`config.mk`:
```
export PLATFORM = sky130hd
export DESIGN_NAME = swept_spectrum_max_hold_top_flat
export DESIGN_NICKNAME = d
export VERILOG_FILES = /design/src/hdl/ssmh_pkg.sv /design/src/hdl/ssmh_stream_if.sv /design/src/hdl/swept_spectrum_max_hold_top.sv /design/src/flat_wrapper.sv
export SDC_FILE = /design/constraint.sdc
export NUM_CORES = 2
export LEC_CHECK = 0
export BUFFER_PORTS_ARGS = -buffer_cell sky130_fd_sc_hd__buf_2
export CAP_MARGIN = 20
export CORE_AREA = 4 4 557 504
export DETAILED_ROUTE_END_ITERATION = 16
export DIE_AREA = 0 0 561 508
export PLACE_DENSITY = 0.61
export SYNTH_ARGS = -nofsm -noshare
export SYNTH_HDL_FRONTEND = slang
export SYNTH_SLANG_ARGS = --single-unit
```
`constraint.sdc`:
```
create_clock -name clk_i -period 16.35 [get_ports clk_i]
set_clock_uncertainty 0.1 [all_clocks]
set_input_delay 0.8175 -clock clk_i [delete_from_list [all_inputs] [get_ports clk_i]]
set_output_delay 0.8175 -clock clk_i [all_outputs]
set_load 0.01 [all_outputs]
```
`src/hdl/ssmh_pkg.sv`:
```
// ----------------------------------------------------------------------------
// ssmh_pkg: shared types and constants for the swept spectrum max-hold block
// Word formats of the measurement and result channels, configuration
// register indices and reset levels.
// ----------------------------------------------------------------------------
package ssmh_pkg;

  // Configuration register indices, in register order.
  typedef enum logic [1:0] {
    CFG_START_FREQ = 2'd0,
    CFG_END_FREQ   = 2'd1,
    CFG_FLOOR      = 2'd2,
    CFG_CEILING    = 2'd3
  } cfg_reg_e;

  localparam int unsigned CFG_IDX_W  = 2;
  localparam int unsigned CFG_DATA_W = 32;

  // Reset levels in dBm.
  localparam logic signed [7:0] FLOOR_RST   = -8'sd120;
  localparam logic signed [7:0] CEILING_RST = -8'sd52;

  // Operation codes of a measurement word.
  localparam logic OP_MEASURE = 1'b0;
  localparam logic OP_RESTART = 1'b1;

  typedef struct packed {
    logic              operation;
    logic signed [7:0] level_dbm;
    logic              level_valid;
  } in_word_t;

  // Everything of a result except the frequency, which is finished later.
  typedef struct packed {
    logic [5:0]        bin_index;
    logic signed [7:0] live_dbm;
    logic signed [7:0] hold_dbm;
    logic              wrapped;
    logic [31:0]       sweep_count;
    logic [5:0]        peak_bin;
    logic signed [7:0] peak_dbm;
  } bin_info_t;

  typedef struct packed {
    logic [5:0]        bin_index;
    logic signed [7:0] live_dbm;
    logic signed [7:0] hold_dbm;
    logic [31:0]       next_freq_hz;
    logic              wrapped;
    logic [31:0]       sweep_count;
    logic [5:0]        peak_bin;
    logic signed [7:0] peak_dbm;
  } out_word_t;

endpackage

```
`src/hdl/ssmh_stream_if.sv`:
```
// ----------------------------------------------------------------------------
// ssmh_stream_if: valid/ready stream channel
// Carries one word per handshake; the word type is set by the instantiator.
// ----------------------------------------------------------------------------
interface ssmh_stream_if #(
  parameter type word_t = logic
) ();

  logic  valid;
  logic  ready;
  word_t data;

  modport source (output valid, output data, input ready);
  modport sink   (input valid, input data, output ready);

endinterface

```
`src/hdl/swept_spectrum_max_hold_top.sv`:
```
// ----------------------------------------------------------------------------
// swept_spectrum_max_hold_top: swept spectrum analyzer with max-hold trace
// Pipeline: eight register stages, set by the bin frequency division.
// Throughput: one word per cycle while the output is not stalled, set by
// the single read-modify-write of the level memory at the cursor, whose
// next entry is prefetched by a registered read.
// Reset: immediate, no clearing pass; stores read as the floor level.
// ----------------------------------------------------------------------------
module swept_spectrum_max_hold_top #(
  parameter int unsigned BIN_COUNT = 64
) (
  input  logic                          clk_i,
  input  logic                          rst_ni,
  input  logic                          cfg_we_i,
  input  logic [ssmh_pkg::CFG_IDX_W-1:0]  cfg_idx_i,
  input  logic [ssmh_pkg::CFG_DATA_W-1:0] cfg_data_i,
  ssmh_stream_if.sink                   in_if,
  ssmh_stream_if.source                 out_if
);

  // Cursor width and the constant divisor of the bin frequency formula.
  localparam int unsigned KW     = $clog2(BIN_COUNT);
  localparam int unsigned BKW    = 2 * KW;
  localparam int unsigned DIV_D  = BIN_COUNT - 1;
  localparam int unsigned DIV_L  = $clog2(DIV_D);
  localparam int unsigned NSTAGE = 8;

  // Reciprocals for division by DIV_D. An estimate taken with these is low
  // by at most one, so a single compare and subtract finishes the division.
  localparam logic [63:0] M1_FULL = (64'd1 << (32 + DIV_L)) / 64'(DIV_D);
  localparam logic [32:0] M1      = 33'(M1_FULL);
  localparam int unsigned M2W     = BKW + 1;
  localparam logic [63:0] M2_FULL = (64'd1 << (BKW + DIV_L)) / 64'(DIV_D);
  localparam logic [M2W-1:0] M2   = M2W'(M2_FULL);

  localparam logic [KW-1:0]  LAST_BIN = KW'(DIV_D);
  localparam logic [31:0]    D_32     = 32'(DIV_D);
  localparam logic [BKW-1:0] D_BK     = BKW'(DIV_D);

  // --------------------------------------------------------------------------
  // Configuration registers. The user must write them only while the block is idle; the block does not enforce it.
  // --------------------------------------------------------------------------
  logic [31:0]       start_q;
  logic [31:0]       end_q;
  logic signed [7:0] floor_q;
  logic signed [7:0] ceiling_q;

  always_ff @(posedge clk_i or negedge rst_ni) begin
    if (!rst_ni) begin
      start_q   <= '0;
      end_q     <= '0;
      floor_q   <= ssmh_pkg::FLOOR_RST;
      ceiling_q <= ssmh_pkg::CEILING_RST;
    end else if (cfg_we_i) begin
      unique case (ssmh_pkg::cfg_reg_e'(cfg_idx_i))
        ssmh_pkg::CFG_START_FREQ: start_q   <= cfg_data_i;
        ssmh_pkg::CFG_END_FREQ:   end_q     <= cfg_data_i;
        ssmh_pkg::CFG_FLOOR:      floor_q   <= cfg_data_i[7:0];
        ssmh_pkg::CFG_CEILING:    ceiling_q <= cfg_data_i[7:0];
        default: ;
      endcase
    end
  end

  // --------------------------------------------------------------------------
  // Handshake. The whole pipeline moves together whenever the output
  // register is empty or being drained, so a new word is taken in the same
  // cycle that a finished result leaves.
  // --------------------------------------------------------------------------
  logic [NSTAGE-1:0] vld_q;
  logic              adv;
  logic              accept;

  assign adv          = ~vld_q[NSTAGE-1] | out_if.ready;
  assign in_if.ready  = adv;
  assign accept       = in_if.valid & adv;

  // --------------------------------------------------------------------------
  // Sweep state.
  // A restart does not touch the memory. Instead the level in force at the
  // restart is kept in clear_lvl_q, and swept_q tells whether the cursor has
  // gone once round since then. The cursor walks the bins in order, so the
  // entry under the cursor holds live data exactly when swept_q is set;
  // otherwise it reads as the cleared level.
  // --------------------------------------------------------------------------
  logic [KW-1:0]     cursor_q, cursor_d;
  logic [31:0]       sweeps_q, sweeps_d;
  logic [KW-1:0]     peak_idx_q, peak_idx_d;
  logic signed [7:0] peak_lvl_q, peak_lvl_d;
  logic signed [7:0] clear_lvl_q, clear_lvl_d;
  logic              swept_q, swept_d;

  // Level memory: live level in the upper byte, hold level in the lower.
  logic [15:0] lvl_mem [BIN_COUNT];
  logic [15:0] rd_q;
  logic        mem_we;
  logic [15:0] mem_wdata;

  logic signed [7:0] old_live, old_hold, clamped, new_live, new_hold;
  logic              raise, wrap;

  ssmh_pkg::bin_info_t info_d;
  logic [31:0]         span_d;

  always_comb begin
    old_live = swept_q ? rd_q[15:8] : clear_lvl_q;
    old_hold = swept_q ? rd_q[7:0]  : clear_lvl_q;

    // Floor test first, so a floor above the ceiling still wins.
    if (in_if.data.level_dbm < floor_q) begin
      clamped = floor_q;
    end else if (in_if.data.level_dbm > ceiling_q) begin
      clamped = ceiling_q;
    end else begin
      clamped = in_if.data.level_dbm;
    end

    raise    = in_if.data.level_valid & (clamped > old_hold);
    new_live = in_if.data.level_valid ? clamped : old_live;
    new_hold = raise ? clamped : old_hold;
    wrap     = (cursor_q == LAST_BIN);
  end

  always_comb begin
    cursor_d    = cursor_q;
    sweeps_d    = sweeps_q;
    peak_idx_d  = peak_idx_q;
    peak_lvl_d  = peak_lvl_q;
    clear_lvl_d = clear_lvl_q;
    swept_d     = swept_q;
    mem_we      = 1'b0;
    mem_wdata   = {new_live, new_hold};
    info_d      = '0;

    if (in_if.data.operation == ssmh_pkg::OP_RESTART) begin
      cursor_d    = '0;
      sweeps_d    = '0;
      peak_idx_d  = '0;
      peak_lvl_d  = floor_q;
      clear_lvl_d = floor_q;
      swept_d     = 1'b0;
      info_d.bin_index   = '0;
      info_d.live_dbm    = floor_q;
      info_d.hold_dbm    = floor_q;
      info_d.wrapped     = 1'b0;
      info_d.sweep_count = '0;
      info_d.peak_bin    = '0;
      info_d.peak_dbm    = floor_q;
    end else begin
      // The entry is always written back, so a bin passed with no reading
      // turns the cleared level into real memory content.
      mem_we = 1'b1;
      if (raise && ((clamped > peak_lvl_q) ||
                    ((clamped == peak_lvl_q) && (cursor_q < peak_idx_q)))) begin
        peak_lvl_d = clamped;
        peak_idx_d = cursor_q;
      end
      if (wrap) begin
        cursor_d = '0;
        sweeps_d = sweeps_q + 32'd1;
        swept_d  = 1'b1;
      end else begin
        cursor_d = cursor_q + KW'(1);
      end
      info_d.bin_index   = 6'(cursor_q);
      info_d.live_dbm    = new_live;
      info_d.hold_dbm    = new_hold;
      info_d.wrapped     = wrap;
      info_d.sweep_count = sweeps_d;
      info_d.peak_bin    = 6'(peak_idx_d);
      info_d.peak_dbm    = peak_lvl_d;
    end

    if (!accept) begin
      cursor_d    = cursor_q;
      sweeps_d    = sweeps_q;
      peak_idx_d  = peak_idx_q;
      peak_lvl_d  = peak_lvl_q;
      clear_lvl_d = clear_lvl_q;
      swept_d     = swept_q;
      mem_we      = 1'b0;
    end

    span_d = (end_q > start_q) ? (end_q - start_q) : '0;
  end

  always_ff @(posedge clk_i or negedge rst_ni) begin
    if (!rst_ni) begin
      cursor_q    <= '0;
      sweeps_q    <= '0;
      peak_idx_q  <= '0;
      peak_lvl_q  <= ssmh_pkg::FLOOR_RST;
      clear_lvl_q <= ssmh_pkg::FLOOR_RST;
      swept_q     <= 1'b0;
    end else begin
      cursor_q    <= cursor_d;
      sweeps_q    <= sweeps_d;
      peak_idx_q  <= peak_idx_d;
      peak_lvl_q  <= peak_lvl_d;
      clear_lvl_q <= clear_lvl_d;
      swept_q     <= swept_d;
    end
  end

  // The write goes to the old cursor while the read fetches the new one.
  // With at least two bins these never coincide, so the prefetched entry is
  // always current and no forwarding is needed.
  always_ff @(posedge clk_i) begin
    if (mem_we) begin
      lvl_mem[cursor_q] <= mem_wdata;
    end
    rd_q <= lvl_mem[cursor_d];
  end

  // --------------------------------------------------------------------------
  // Frequency pipeline: next_freq = start + floor(span * k / D), D = bins - 1.
  // With span = a * D + b and b < D this is a * k + floor(b * k / D), so
  // the wide division shrinks to one 32-bit and one narrow constant
  // division, each a reciprocal multiply followed by one correction.
  // --------------------------------------------------------------------------
  ssmh_pkg::bin_info_t info_q [NSTAGE];
  logic [31:0]         start_p_q [NSTAGE-1];

  logic [31:0]     span1_q, span2_q, span3_q;
  logic [KW-1:0]   k1_q, k2_q, k3_q, k4_q;
  logic [31:0]     a0_2_q, a0_3_q, ad3_q, a4_q;
  logic [KW-1:0]   b4_q;
  logic [31:0]     ak5_q, ak6_q, ak7_q;
  logic [BKW-1:0]  bk5_q, bk6_q, bk7_q, cd7_q;
  logic [KW-1:0]   c0_6_q, c0_7_q;
  logic [31:0]     freq8_q;

  logic [64:0]         recip1;
  logic [31:0]         rem4;
  logic                fix4;
  logic [BKW+M2W-1:0]  recip2;
  logic                fix8;

  assign recip1 = 65'(span1_q) * 65'(M1);
  assign rem4   = span3_q - ad3_q;
  assign fix4   = (rem4 >= D_32);
  assign recip2 = (BKW + M2W)'(bk5_q) * (BKW + M2W)'(M2);
  assign fix8   = ((bk7_q - cd7_q) >= D_BK);

  always_ff @(posedge clk_i or negedge rst_ni) begin
    if (!rst_ni) begin
      vld_q <= '0;
    end else if (adv) begin
      vld_q <= {vld_q[NSTAGE-2:0], accept};
    end
  end

  always_ff @(posedge clk_i) begin
    if (adv) begin
      info_q[0]    <= info_d;
      start_p_q[0] <= start_q;
      span1_q      <= span_d;
      k1_q         <= cursor_d;
      for (int s = 1; s < NSTAGE; s++) begin
        info_q[s] <= info_q[s-1];
      end
      for (int s = 1; s < NSTAGE - 1; s++) begin
        start_p_q[s] <= start_p_q[s-1];
      end

      // First estimate of a = span / D.
      a0_2_q  <= 32'(recip1 >> (32 + DIV_L));
      span2_q <= span1_q;
      k2_q    <= k1_q;

      ad3_q   <= 32'(a0_2_q * D_32);
      a0_3_q  <= a0_2_q;
      span3_q <= span2_q;
      k3_q    <= k2_q;

      // Correct the estimate; b is the remainder of span / D.
      a4_q <= a0_3_q + 32'(fix4);
      b4_q <= KW'(fix4 ? (rem4 - D_32) : rem4);
      k4_q <= k3_q;

      ak5_q <= 32'(a4_q * 32'(k4_q));
      bk5_q <= BKW'(b4_q) * BKW'(k4_q);

      c0_6_q <= KW'(recip2 >> (BKW + DIV_L));
      bk6_q  <= bk5_q;
      ak6_q  <= ak5_q;

      cd7_q  <= BKW'(BKW'(c0_6_q) * D_BK);
      c0_7_q <= c0_6_q;
      bk7_q  <= bk6_q;
      ak7_q  <= ak6_q;

      freq8_q <= start_p_q[NSTAGE-2] + ak7_q + 32'(c0_7_q) + 32'(fix8);
    end
  end

  // --------------------------------------------------------------------------
  // Result word.
  // --------------------------------------------------------------------------
  assign out_if.valid             = vld_q[NSTAGE-1];
  assign out_if.data.bin_index    = info_q[NSTAGE-1].bin_index;
  assign out_if.data.live_dbm     = info_q[NSTAGE-1].live_dbm;
  assign out_if.data.hold_dbm     = info_q[NSTAGE-1].hold_dbm;
  assign out_if.data.next_freq_hz = freq8_q;
  assign out_if.data.wrapped      = info_q[NSTAGE-1].wrapped;
  assign out_if.data.sweep_count  = info_q[NSTAGE-1].sweep_count;
  assign out_if.data.peak_bin     = info_q[NSTAGE-1].peak_bin;
  assign out_if.data.peak_dbm     = info_q[NSTAGE-1].peak_dbm;

endmodule

```
`src/flat_wrapper.sv`:
```
// flat-port wrapper written by rule: the top's interface ports become plain ports
module swept_spectrum_max_hold_top_flat 
#(
  parameter int unsigned BIN_COUNT = 64
)
  (clk_i, rst_ni, cfg_we_i, cfg_idx_i, cfg_data_i, in_if_valid, in_if_data, in_if_ready, out_if_valid, out_if_data, out_if_ready);
  ssmh_stream_if #(.word_t(ssmh_pkg::in_word_t)) in_if_i ();
  ssmh_stream_if #(.word_t(ssmh_pkg::out_word_t)) out_if_i ();
  input  logic clk_i;
  input  logic rst_ni;
  input  logic cfg_we_i;
  input  logic [ssmh_pkg::CFG_IDX_W-1:0] cfg_idx_i;
  input  logic [ssmh_pkg::CFG_DATA_W-1:0] cfg_data_i;
  input wire logic [$bits(in_if_i.valid)-1:0] in_if_valid;
  input wire logic [$bits(in_if_i.data)-1:0] in_if_data;
  output wire logic [$bits(in_if_i.ready)-1:0] in_if_ready;
  output wire logic [$bits(out_if_i.valid)-1:0] out_if_valid;
  output wire logic [$bits(out_if_i.data)-1:0] out_if_data;
  input wire logic [$bits(out_if_i.ready)-1:0] out_if_ready;
  assign in_if_i.valid = in_if_valid;
  assign in_if_i.data = in_if_data;
  assign in_if_ready = in_if_i.ready;
  assign out_if_valid = out_if_i.valid;
  assign out_if_data = out_if_i.data;
  assign out_if_i.ready = out_if_ready;
  swept_spectrum_max_hold_top #(.BIN_COUNT(BIN_COUNT)) u_core (.clk_i(clk_i), .rst_ni(rst_ni), .cfg_we_i(cfg_we_i), .cfg_idx_i(cfg_idx_i), .cfg_data_i(cfg_data_i), .in_if(in_if_i), .out_if(out_if_i));
endmodule
```
[Yosys cells after proc, flatten, opt, wreduce, memory -nomap -nowiden]
Memory sizes are Yosys's and may differ from the RTL's. A register that Yosys moved wholly into a read port is not among the register bits.
Index checks and enable logic that the tools add are counted.
Storage, ports and cells
  register bits after elaboration: 581
  bits in writable memories: 1800
  input bits: 49
  output and inout bits: 103
  logic and storage cells: 105
  memories kept: 3
Operators by class
  add/subtract/negate cells: 10
  multiply operators: 6
  $lt $le $gt $ge: 8
  equality and inequality tests: 5
  mux-type cells: 25
  bitwise logic cells: 4
  reduce and logical (&&, ||, !) cells: 11
Memory list
  u_core.lvl_mem: depth 64, bits a word 16, read ports 1, clocked after memory_dff 1, write ports 1, RTL line swept_spectrum_max_hold_top.sv:94  | logic [15:0] lvl_mem [BIN_COUNT];
  u_core.info_q: depth 8, bits a word 69, read ports 8, clocked after memory_dff 0, write ports 8, RTL line swept_spectrum_max_hold_top.sv:221  | ssmh_pkg::bin_info_t info_q [NSTAGE];
  u_core.start_p_q: depth 7, bits a word 32, read ports 7, clocked after memory_dff 0, write ports 7, RTL line swept_spectrum_max_hold_top.sv:222  | logic [31:0] start_p_q [NSTAGE-1];
Operators with widths (count)
  $mux W69: 1
  $mux W32: 2
  $mux W8: 8
  $sub A32 B32 Y32: 2
  $mul A32 B31 Y63 const B: 1
  $mux W6: 6
  $add A32 B1 Y32: 1
  $add A32 B1 Y32 const B: 1
  $add A32 B32 Y32: 1
  $add A32 B6 Y32: 1
  $ge A32 B6 Y1 const B: 1
  $gt A32 B32 Y1: 1
  $mul A27 B6 Y32 const B: 1
  $mul A32 B6 Y32: 1
  $add A27 B1 Y28: 1
  $gt A8 B8 Y1: 3
  $mul A12 B13 Y24 const B: 1
  $ge A12 B6 Y1 const B: 1
  $mul A6 B6 Y12: 1
  $mul A6 B6 Y12 const B: 1
  $reduce_and A2 Y1: 6
  $sub A12 B12 Y12: 1
  $eq A8 B8 Y1: 1
  $lt A8 B8 Y1: 1
  14 further kinds: 24

[Depth between registers and ports, before layout]
  depth in word-level cells: 9
  gate-level depth with buffers: 29
  depth with buffers taken out: 29

[Least setup slack after synthesis]
Ideal clock, no wire load.
  kind: input to register
  start: input out_if_ready
  end: memory u_core.lvl_mem[6][0], enable pin
  library setup time: 0.430 ns
  data arrival time: 17.782 ns
  required time: 15.820 ns
  setup slack: -1.962 ns
  stages on the path: 6
  buffers on the path: 2
  cell sequence: nand2b_1 > buf_2 > nand2_1 > clkbuf_1 > or3_1 > nor4_1
Between the ends
  cells in the longest elaborated chain, start to end: 5
RTL lines
  start: declaration: RTL line flat_wrapper.sv:19  | input wire logic [$bits(out_if_i.ready)-1:0] out_if_ready;
  $or A1 B1 Y1: RTL line swept_spectrum_max_hold_top.sv:74  | assign adv = ~vld_q[NSTAGE-1] | out_if.ready;
  named net in_if_ready: RTL line flat_wrapper.sv:16  | output wire logic [$bits(in_if_i.ready)-1:0] in_if_ready;
  $and A1 B1 Y1: RTL line swept_spectrum_max_hold_top.sv:76  | assign accept = in_if.valid & adv;
  $mux W1: RTL line swept_spectrum_max_hold_top.sv:174  | if (!accept) begin
  $mux W1: RTL line swept_spectrum_max_hold_top.sv:209  | if (mem_we) begin
  $mux W1 (implied by the code): RTL line swept_spectrum_max_hold_top.sv:210  | lvl_mem[cursor_q] <= mem_wdata;
  end: declaration: RTL line swept_spectrum_max_hold_top.sv:94
The timed path passes the listed nets, and every way through them passes these cells.

[Worst setup path after layout]
  start: register u_core.cursor_q[4]
  end: register u_core.rd_q[4], read port of u_core.lvl_mem
Between the ends
  cells in the longest elaborated chain, start to end: 4
  elaborated cells between the ends (all ways): 5
  classes of those cells: 1 x add/sub; 1 x eq/ne; 3 x mux
RTL lines
  start: declaration: RTL line swept_spectrum_max_hold_top.sv:86  | logic [KW-1:0] cursor_q, cursor_d;
  start signal: assignment: RTL line swept_spectrum_max_hold_top.sv:196  | cursor_q <= cursor_d;
  $add A6 B1 Y6 or $eq A6 B6 Y1 (tied branches): RTL line swept_spectrum_max_hold_top.sv:163, swept_spectrum_max_hold_top.sv:121
  $mux W6: RTL line swept_spectrum_max_hold_top.sv:158  | if (wrap) begin
  $mux W6: RTL line swept_spectrum_max_hold_top.sv:135  | if (in_if.data.operation == ssmh_pkg::OP_RESTART) begin
  $mux W6 *: RTL line swept_spectrum_max_hold_top.sv:174
  end: declaration: RTL line swept_spectrum_max_hold_top.sv:95  | logic [15:0] rd_q;
Mark *: on every way between the ends. The rest lies on a longest branch, timed or not.
A chain may end at the register's enable or synchronous reset.

==> flow_summary.ini <==
[run_status]
status = completed

[clock_network]
cts_tree = yes
cts_max_path_buffers = 4
htree_levels = 4
cts_sinks = 2391
cts-buffers-inserted = 243
clockRootBuffer = clkbuf_16
cts_resized = 0
worstSkewPairLatency_ns = 0.89
clk_pin_slew_worst_paths_ns = 0.06

[floorplan]
die_height_um = 508
die_w_um = 561
rows = 183
coreArea_um2 = 275000
initial_core_util_pct = 39.8
dieArea_um2 = 285000
io_pins = 152

[synthesis]
yosys.area.top_type = edfxtp_1
yosysSeqAreaShare_pct = 64.7
synth_cell_type_count = 90
synth_top_area_share_pct = 61.0
syn_nets = 9119
async_reset_ff_share_pct = 6.23
synth_flop_cell = edfxtp_1
synthTopCellsByArea = edfxtp_1, ha_1, fa_1
syn_area_per_cell_um2 = 13.3
ys_seq_elements = 2391
synth_area_um2 = 110000
netlist_instances = 8238
yosysWarnings = 0
synth_edf_count = 2226

[timing]
rsz0062_at_grt = false
drv_slew = 0
setup_tns_ns = 0
fmax_mhz = 140
setup_viol = 0
worst_pin_slew_ns = 1.18
fin_crit_sh_pct = 43.8
finalHoldViolations = 0
fin_crit_ns = 7.17
slew_headroom_pct = 21.4

[global_route]
grtUsageMet2_pct = 27.7
first_global_vias = 63800
antenna_found_initial = 7
grt_use_met3_pct = 3.22
top_usage_layer = met2
grt_overflow = 0
grt_util_all_layers_pct = 17.8
grt_pass1_wl_mm = 393
grt_max_degree = 205
use_met1_pct = 24.8

[min_path]
hold_path_class = in -> reg

[finish]
area_delta_synth_final_pct = 12.2
drive_above_1_share_pct = 9.79
instances_no_fill = 12300
top_regs = u_core.lvl_mem (1024), u_core.info_q (552), u_core.start_p_q (224)
largest_reg_flops = 1024
regMostFlops = u_core.lvl_mem
final_common_cell = edfxtp_1
fillCellCount = 24300
mostFrequentLayoutCells = edfxtp_1, nand2_1, inv_1
num-nets-final = 9248

[route]
vias_per_cell = 5.28
totalWireLength_mm = 259
num_vias = 64800
firstDrtPassIters = 6
ant_nets = 0
wl_per_cell_um = 21.1
drt_first_iter_violations = 5823
drc_errors = 0

[critical_path]
crit_path_end_kind = flop
crit_required_ns = 17.02
crit_type = reg -> reg
crit_arrival_ns = 7.84
crit_path_start_kind = flop
path_max_fanout = 116

[placement]
dpl.cell_count = 11800
gp_congestion = 0.893
portBuffers = 151
place_hpwl_mm = 171

[job]
maxCapViolCount = 0
-- layer usage --
| layer | vias to the layer above | share of wire (%) |
|---|---|---|
| met2 | 2118 | 46 |
| met4 | 0 | 4.2 |
| met1 | 32200 | 43 |
| li1 | 30000 | - |
| met5 | - | 0 |
| met3 | 441 | 7.0 |
-- cells in the mapped netlist (100+ instances only) --
cell      number
o21ai_0      202
nand3_1      595
clkbuf_1     229
nor2_1       274
a21oi_1      227
nor2b_1      116
edfxtp_1    2226
ha_1         538
nand2_1     1338
fa_1         294
inv_1        605
xnor2_1      138
dfrtp_1      139
a211oi_1     100
a311oi_1     187
-- kinds of logic (layout without fill, tap and decap cells) --
group | Yosys count | in the layout | synth area share [%]
compound gates | 1084 | 1084 | 6.80
other cells | 0 | 3 | 0
mux | 93 | 93 | 0.928
flops | 2391 | 2391 | 64.7
xor+xnor | 200 | 200 | 1.60
buf+inv | 1004 | 1327 | 3.74
simple gates | 2634 | 2634 | 10.7
fa+ha+maj | 832 | 832 | 11.5
-- layout make-up --
type                    count  area (um^2)  share of cell area, %
clock inverters           153         1520                   1.24
multi-input cells        4843        35000                   28.5
flip-flops and latches   2391        70900                   57.7
clock buffers             286         6350                   5.16
diodes                      3         7.51                0.00611
inverters                 606         2290                   1.86
repair buffers            282         2210                   1.79
well taps                3700         4630                   3.77
-- critical path: stages, from the launching register on --
cell and delay, ns:
dfrtp_1 0.92, nand3_1 0.38, nor2_2 0.83, nor4_1 0.18
a21oi_4 0.16, buf_4 0.41, buf_12 0.50, buf_4 0.79
buf_4 0.79, a211oi_1 0.13, a311oi_1 0.40, a311oi_1 0.14
a311oi_1 0.87, a21oi_1 0.06, o21ai_0 0.20
-- worst paths after layout --
kind	to	cells past startpoint	slack [ns]	from
max	u_core.rd_q[4]	14	9.18	u_core.cursor_q[4]
min	u_core.start_q[29]	3	0.07	cfg_data_i[29]
max reg2reg	u_core.rd_q[4]	14	9.18	u_core.cursor_q[4]
min reg2reg	u_core.start_p_q[2][17]	0	0.28	u_core.start_p_q[1][17]
max in group asynchronous	u_core.sweeps_q[24]	4	13.78	rst_ni
min in group asynchronous	u_core.start_q[24]	2	0.32	rst_ni
-- repair_timing --
item                      4_1_cts  5_1_grt
setup buffers                   0        0
hold buffers                    1        0
hold endpoints to repair       37        0
-- stage by stage --
step	util (%)	instance area [um^2]	setup slack [ns]	hold WS (ns)
floorplan	-	110000	4.30	0.300
global placement	41.6	114000	9.16	0.300
detailed placement	41.7	115000	9.15	0.305
CTS	44.6	123000	9.35	0.00541
global route	44.7	123000	9.05	0.0344
finish	44.7	123000	9.18	0.0728
Power is not shown: default switching activity piles up to over one toggle a cycle in this logic, so the estimate is an artifact.
